--- src/rtl/assert_macros.svh ---
// assertion macros for the rtl files
// no dependencies; included by modules that carry concurrent checks
`ifndef ASSERT_MACROS_SVH
`define ASSERT_MACROS_SVH

// check under synchronous active-low reset
`define ASSERT_SYNC(lbl, clk, rstn, prop) \
    lbl: assert property (@(posedge clk) disable iff (!(rstn)) (prop)) \
        else $error("assertion failed");

// check at every clock edge, reset included
`define ASSERT_ALWAYS(lbl, clk, prop) \
    lbl: assert property (@(posedge clk) (prop)) \
        else $error("assertion failed");

`endif

--- src/rtl/calaw_pkg.sv ---
// types, register indexes and widths for the calendar alarm window match
// no dependencies; used by every module of the block
`default_nettype none

package calaw_pkg;

    localparam int unsigned IDX_W = 3;
    localparam int unsigned CFG_DATA_W = 13;
    localparam int unsigned S_DATA_W = 48;
    localparam int unsigned M_DATA_W = 8;

    localparam logic [IDX_W-1:0] REG_YEAR = 3'd0;
    localparam logic [IDX_W-1:0] REG_MONTH_MASK = 3'd1;
    localparam logic [IDX_W-1:0] REG_WEEKDAY_MASK = 3'd2;
    localparam logic [IDX_W-1:0] REG_DAY = 3'd3;
    localparam logic [IDX_W-1:0] REG_HOUR = 3'd4;
    localparam logic [IDX_W-1:0] REG_MINUTE = 3'd5;

    typedef struct packed {
        logic signed [12:0] alarm_year;
        logic [11:0]        alarm_month_mask;
        logic [6:0]         alarm_weekday_mask;
        logic signed [5:0]  alarm_day;
        logic signed [5:0]  alarm_hour;
        logic signed [6:0]  alarm_minute;
    } cfg_t;

    typedef struct packed {
        logic [11:0] year;
        logic [3:0]  month;
        logic [4:0]  day;
        logic [2:0]  weekday;
        logic [4:0]  hour;
        logic [5:0]  minute;
        logic [5:0]  second;
    } stamp_t;

endpackage

`default_nettype wire

--- src/rtl/calaw_cfg.sv ---
// alarm configuration registers with their reset values
// depends on calaw_pkg
`default_nettype none

module calaw_cfg (
    input  wire logic                            aclk,
    input  wire logic                            aresetn,
    input  wire logic                            cfg_valid,
    input  wire logic [calaw_pkg::IDX_W-1:0]     cfg_index,
    input  wire logic [calaw_pkg::CFG_DATA_W-1:0] cfg_data,
    output calaw_pkg::cfg_t                      cfg
);

    calaw_pkg::cfg_t cfg_reg;
    calaw_pkg::cfg_t cfg_next;

    always_comb begin
        cfg_next = cfg_reg;
        if (cfg_valid) begin
            unique case (cfg_index)
                calaw_pkg::REG_YEAR: cfg_next.alarm_year = cfg_data[12:0];
                calaw_pkg::REG_MONTH_MASK: cfg_next.alarm_month_mask = cfg_data[11:0];
                calaw_pkg::REG_WEEKDAY_MASK: cfg_next.alarm_weekday_mask = cfg_data[6:0];
                calaw_pkg::REG_DAY: cfg_next.alarm_day = cfg_data[5:0];
                calaw_pkg::REG_HOUR: cfg_next.alarm_hour = cfg_data[5:0];
                calaw_pkg::REG_MINUTE: cfg_next.alarm_minute = cfg_data[6:0];
                default: cfg_next = cfg_reg;
            endcase
        end
    end

    always_ff @(posedge aclk) begin
        if (!aresetn) begin
            cfg_reg.alarm_year <= '1;
            cfg_reg.alarm_month_mask <= '1;
            cfg_reg.alarm_weekday_mask <= '1;
            cfg_reg.alarm_day <= '1;
            cfg_reg.alarm_hour <= '1;
            cfg_reg.alarm_minute <= '1;
        end else begin
            cfg_reg <= cfg_next;
        end
    end

    assign cfg = cfg_reg;

endmodule

`default_nettype wire

--- src/rtl/calaw_match.sv ---
// window match logic: mask scans, target build and stamp compares
// depends on calaw_pkg
`default_nettype none

module calaw_match (
    input  wire calaw_pkg::stamp_t now,
    input  wire calaw_pkg::stamp_t old,
    input  wire logic              old_valid,
    input  wire calaw_pkg::cfg_t   cfg,
    output logic                   fire
);

    // last enabled position of a wrapped range a..b, in range order, with found flag on top
    function automatic logic [4:0] last_in_range(logic [11:0] mask, logic [3:0] a,
                                                 logic [3:0] b);
        logic [11:0] ge_a;
        logic [11:0] le_b;
        logic [11:0] sel;
        logic [4:0]  r;
        ge_a = 12'hFFF << a;
        le_b = 12'hFFF >> (4'd11 - b);
        if (a <= b) begin
            sel = mask & ge_a & le_b;
        end else if ((mask & le_b) != 12'd0) begin
            sel = mask & le_b;
        end else begin
            sel = mask & ge_a;
        end
        r = 5'd0;
        for (int i = 0; i < 12; i++) begin
            if (sel[i]) begin
                r = {1'b1, 4'(i)};
            end
        end
        return r;
    endfunction

    function automatic logic [3:0] month_pos(logic [3:0] m);
        logic [3:0] p;
        if (m == 4'd0) begin
            p = 4'd0;
        end else if (m > 4'd12) begin
            p = 4'd11;
        end else begin
            p = m - 4'd1;
        end
        return p;
    endfunction

    function automatic logic [3:0] weekday_pos(logic [2:0] w);
        return (w == 3'd7) ? 4'd6 : {1'b0, w};
    endfunction

    logic [4:0]  mon_scan;
    logic [4:0]  wd_scan;
    calaw_pkg::stamp_t tgt;
    logic [37:0] now_key;
    logic [37:0] old_key;
    logic [37:0] tgt_key;

    assign mon_scan = last_in_range(cfg.alarm_month_mask, month_pos(old.month),
                                    month_pos(now.month));
    assign wd_scan = last_in_range({5'd0, cfg.alarm_weekday_mask}, weekday_pos(old.weekday),
                                   weekday_pos(now.weekday));

    always_comb begin
        tgt = now;
        tgt.year = cfg.alarm_year[12] ? now.year : cfg.alarm_year[11:0];
        tgt.month = mon_scan[3:0] + 4'd1;
        tgt.day = cfg.alarm_day[5] ? now.day : cfg.alarm_day[4:0];
        tgt.hour = cfg.alarm_hour[5] ? now.hour : cfg.alarm_hour[4:0];
        tgt.minute = cfg.alarm_minute[6] ? now.minute : cfg.alarm_minute[5:0];
        tgt.second = 6'd0;
    end

    // weekday drops out of the compare
    assign now_key = {now.year, now.month, now.day, now.hour, now.minute, now.second};
    assign old_key = {old.year, old.month, old.day, old.hour, old.minute, old.second};
    assign tgt_key = {tgt.year, tgt.month, tgt.day, tgt.hour, tgt.minute, tgt.second};

    assign fire = old_valid && mon_scan[4] && wd_scan[4]
                  && (now_key >= tgt_key) && (old_key < tgt_key);

endmodule

`default_nettype wire

--- src/rtl/calendar_alarm_window_match.sv ---
// Calendar alarm window match, top level.
// Channels: s_* carries one time stamp per request, m_* one fire flag per
// stamp, cfg_* writes one alarm register per request (always ready).
// Registers: 0 year, 1 month mask, 2 weekday mask, 3 day, 4 hour, 5 minute;
// write them only while no stamp is in flight.
// Path: an accepted stamp waits in the input register until the result
// register is free, then its fire flag moves to the result register and m_tvalid.
// Throughput: one stamp per cycle while m_tready does not stall; the match logic
// between the input register and the result register is a single pass of mask
// scans and two 38-bit compares.
// Stall: while m_tready is low the result register holds, the input register
// keeps one more stamp, and s_tready drops once both are full.
// Reset: synchronous on aresetn low; the pipeline empties, the alarm
// registers take their defaults (fields take current values, masks all on)
// and the previous stamp is forgotten, so the first stamp never fires.
// depends on calaw_pkg, calaw_cfg, calaw_match and assert_macros.svh
`default_nettype none

`include "assert_macros.svh"

module calendar_alarm_window_match (
    input  wire logic                              aclk,
    input  wire logic                              aresetn,
    input  wire logic                              s_tvalid,
    output logic                                   s_tready,
    // year[11:0] month[15:12] day[20:16] weekday[23:21] hour[28:24]
    // minute[34:29] second[40:35] zero[47:41]
    input  wire logic [calaw_pkg::S_DATA_W-1:0]    s_tdata,
    output logic                                   m_tvalid,
    input  wire logic                              m_tready,
    // fire[0] zero[7:1]
    output logic [calaw_pkg::M_DATA_W-1:0]         m_tdata,
    input  wire logic                              cfg_valid,
    output logic                                   cfg_ready,
    input  wire logic [calaw_pkg::IDX_W-1:0]       cfg_index,
    input  wire logic [calaw_pkg::CFG_DATA_W-1:0]  cfg_data
);

    calaw_pkg::cfg_t   cfg;
    calaw_pkg::stamp_t s_stamp;

    logic              in_valid_reg;
    logic              in_valid_next;
    calaw_pkg::stamp_t in_stamp_reg;
    calaw_pkg::stamp_t in_stamp_next;
    calaw_pkg::stamp_t prev_reg;
    calaw_pkg::stamp_t prev_next;
    logic              prev_valid_reg;
    logic              prev_valid_next;
    logic              out_valid_reg;
    logic              out_valid_next;
    logic              out_fire_reg;
    logic              out_fire_next;
    logic              fire;
    logic              s_accept;
    logic              advance;

    assign cfg_ready = 1'b1;

    calaw_cfg u_cfg (
        .aclk      (aclk),
        .aresetn   (aresetn),
        .cfg_valid (cfg_valid),
        .cfg_index (cfg_index),
        .cfg_data  (cfg_data),
        .cfg       (cfg)
    );

    assign s_stamp.year = s_tdata[11:0];
    assign s_stamp.month = s_tdata[15:12];
    assign s_stamp.day = s_tdata[20:16];
    assign s_stamp.weekday = s_tdata[23:21];
    assign s_stamp.hour = s_tdata[28:24];
    assign s_stamp.minute = s_tdata[34:29];
    assign s_stamp.second = s_tdata[40:35];

    calaw_match u_match (
        .now       (in_stamp_reg),
        .old       (prev_reg),
        .old_valid (prev_valid_reg),
        .cfg       (cfg),
        .fire      (fire)
    );

    assign advance = in_valid_reg && (!out_valid_reg || m_tready);
    assign s_tready = !in_valid_reg || advance;
    assign s_accept = s_tvalid && s_tready;

    always_comb begin
        in_valid_next = in_valid_reg;
        in_stamp_next = in_stamp_reg;
        prev_next = prev_reg;
        prev_valid_next = prev_valid_reg;
        out_valid_next = out_valid_reg;
        out_fire_next = out_fire_reg;
        if (advance) begin
            in_valid_next = 1'b0;
            prev_next = in_stamp_reg;
            prev_valid_next = 1'b1;
            out_valid_next = 1'b1;
            out_fire_next = fire;
        end else if (m_tready) begin
            out_valid_next = 1'b0;
        end
        if (s_accept) begin
            in_valid_next = 1'b1;
            in_stamp_next = s_stamp;
        end
    end

    always_ff @(posedge aclk) begin
        if (!aresetn) begin
            in_valid_reg <= 1'b0;
            prev_valid_reg <= 1'b0;
            out_valid_reg <= 1'b0;
        end else begin
            in_valid_reg <= in_valid_next;
            prev_valid_reg <= prev_valid_next;
            out_valid_reg <= out_valid_next;
        end
    end

    always_ff @(posedge aclk) begin
        in_stamp_reg <= in_stamp_next;
        prev_reg <= prev_next;
        out_fire_reg <= out_fire_next;
    end

    assign m_tvalid = out_valid_reg;
    assign m_tdata = {{(calaw_pkg::M_DATA_W - 1){1'b0}}, out_fire_reg};

    // a waiting stamp must not slip past a stalled result
    `ASSERT_SYNC(a_no_advance_on_stall, aclk, aresetn, out_valid_reg && !m_tready |-> !advance)
    // first stamp after reset never fires
    `ASSERT_SYNC(a_first_no_fire, aclk, aresetn, advance && !prev_valid_reg |=> !out_fire_reg)
    // every stamp that moves on is kept as the previous one
    `ASSERT_SYNC(a_prev_kept, aclk, aresetn, advance |=> prev_valid_reg && out_valid_reg)
    // a held stamp keeps its fields
    `ASSERT_SYNC(a_stamp_hold, aclk, aresetn,
                 in_valid_reg && !advance |=> in_valid_reg && $stable(in_stamp_reg))

endmodule

`default_nettype wire
--- config.mk ---
export PLATFORM = sky130hd
export DESIGN_NAME = calendar_alarm_window_match
export DESIGN_NICKNAME = d
export VERILOG_FILES = /design/src/rtl/calaw_pkg.sv /design/src/rtl/calaw_cfg.sv /design/src/rtl/calaw_match.sv /design/src/rtl/calendar_alarm_window_match.sv
export VERILOG_INCLUDE_DIRS = /design/src /design/src/rtl
export SDC_FILE = /design/constraint.sdc
export NUM_CORES = 1
export LEC_CHECK = 0
export BUFFER_PORTS_ARGS = -buffer_cell sky130_fd_sc_hd__clkbuf_2
export CAP_MARGIN = 20
export CORE_ASPECT_RATIO = 1.5
export CORE_MARGIN = 2
export CORE_UTILIZATION = 50
export CTS_CLUSTER_SIZE = 14
export DETAILED_ROUTE_END_ITERATION = 7
export PLACE_DENSITY = 0.72
export SLEW_MARGIN = 20
export SYNTH_ARGS = -nofsm -noshare
export SYNTH_HDL_FRONTEND = slang
export SYNTH_HIERARCHICAL = 1
export SYNTH_SLANG_ARGS = --single-unit
--- constraint.sdc ---
create_clock -name aclk -period 5.1 [get_ports aclk]
set_input_delay 0.51 -clock aclk [delete_from_list [all_inputs] [get_ports aclk]]
set_output_delay 0.51 -clock aclk [all_outputs]
set_load 0.05 [all_outputs]
==> results.txt <==
status: complete, no violations
Final Non-Filler Cells: 1,082
commonest cells after routing, fill and taps aside: 79 x mux2i_1, 77 x edfxtp_1, 72 x buf_4, 71 x nor2b_1, 66 x ha_1
Max-Cap Viols: 0
vias in the first global route: 6,386
vias per cell: 5.85
Starting Density: 50.8%
Final Wtd Congestion: 0.901
Synth warnings: 6
Initial DRC Count: 498
Num CTS Buffers: 17
Max IR drop VDD: 280 uV
Final period util: 95.3%
HPWL after DPL: 15,300 um
Fin. Hold Viols: 0
max reg flops: 51
DRT Pass-1 Iters: 5
gr usage total: 24.5%
startpoint types: flop
mean area per synthesized cell: 10.7 sq um
placed insts: 1,040
clk root buf: clkbuf_16
Port Buffer Count: 64
# DRC: 0
worst slew pin tran: 1.04 ns
Via Count: 6,332
num rows: 56
initial antenna violation count: 0
final count of negative-setup-slack endpoints: 0
Final Max Slew Viols: 0
LEAKAGE: 0.00439 uW
Post-Place Worst Slack: -0.585 ns
Layout area overhead: 22.5%
slowest cell delay on critical path: 0.45 ns
final setup margin: 0.241 ns
synthesized area: 0.00794 sq mm
WL final: 20,900 um
H-tree depth: 4
die area: 0.0169 sq mm
first-pass GRT wire length: 31,500 um
Die W: 107 um
clk_lat worst skew: 0.42 ns
Cell Pwr Density: 321 mW/mm^2
Final min period: 4.86 ns
Critical Path Fanout Max: 6
WP data required: 5.39 ns
post-route ant nets: 0
Setup Crit Path Kind: reg2reg
Clock Tree Buf Depth: 2
critical path capture point type: flop
CTS tree: yes
commonest non-fill, non-tap cell in the layout: mux2i_1
critical path's slowest cell: nor4_4
share of layout cells above drive strength 1: 26.3%
I/O pin cnt: 80
FMAX: 206 MHz
Net count, final: 1,008
total core area: 0.0156 sq mm
Hold Path Class: in2reg
CTS Hold Buffers Added: 0
Clock transition at path regs: 0.06 ns
WL/cell: 19.3 um
Slew HR: 30.5%
fillcell total: 1,282
Die Ht: 158 um
Syn Inst Count: 743
fin util: 62.3%
# diodes: 0
largest net degree at the start of global routing: 69
crit path DAT: 5.15 ns
GRT Residual Overflow: 0
clk sinks: 131
Setup Skew: 0.00682 ns
## worst max-delay path: cells and delay by family (launching register included)
family                     cells  cell delay (ns)
AOI/OAI and AO/OA             11             1.64
buffers and inverters          6             0.82
and+or+nand+nor                8             1.28
adders and majority gates      3             0.57
DFF                            1             0.42
## report_power, final
part	internal, uW	switching, uW
clock network	740	476
logic	324	373
registers	1170	37.5
## layer usage
| metal | part of all wire (%) | track usage [%] | up-vias | wire (um) |
|---|---|---|---|---|
| li1 | - | - | 3024 | - |
| met1 | 38 | 26.1 | 3063 | 8040 |
| met2 | 53 | 45.9 | 182 | 11200 |
| met3 | 2.8 | 3.81 | 63 | 594 |
| met4 | 5.3 | 13.4 | 0 | 1120 |
| met5 | 0 | 0 | - | 0 |
## final cells by class
cell class,instances,area [sq um],share of cell area (%)
Multi-Input combinational cell,550,4490,46.1
Sequential cell,131,3390,34.9
Timing Repair Buffer,140,906,9.31
Clock buffer,19,443,4.55
Tap cell,203,254,2.61
Clock inverter,13,149,1.53
Inverter,26,97.6,1.00
## final timing paths
kind / start / cells past startpoint / end / slack, ns
max reg2reg: in_stamp_reg[25] / 28 / out_fire_reg / 0.24
max: in_stamp_reg[25] / 28 / out_fire_reg / 0.24
min reg2reg: in_stamp_reg[10] / 0 / prev_reg[10] / 0.49
min: s_tdata[14] / 1 / in_stamp_reg[27] / 0.26
## what timing repair did
action,4_1_cts,5_1_grt
resized for setup,11,47
buffers inserted,2,9
pin swaps,2,24
setup endpoints to repair,1,1
## per-stage QoR
step | instance area [sq um] | hold slack [ns] | TNS (ns) | power (uW)
6_report | 9730 | 0.264 | 0 | 3120
5_1_grt | 9730 | 0.250 | -0.0533 | 3250
4_1_cts | 9470 | 0.252 | 0 | 3080
3_5_place_dp | 8820 | 0.471 | -0.585 | 1850
3_3_place_gp | 8820 | 0.471 | -0.443 | 1820
2_1_floorplan | 7960 | 0.417 | 0 | 1610
(Power assumes the default switching activity.)
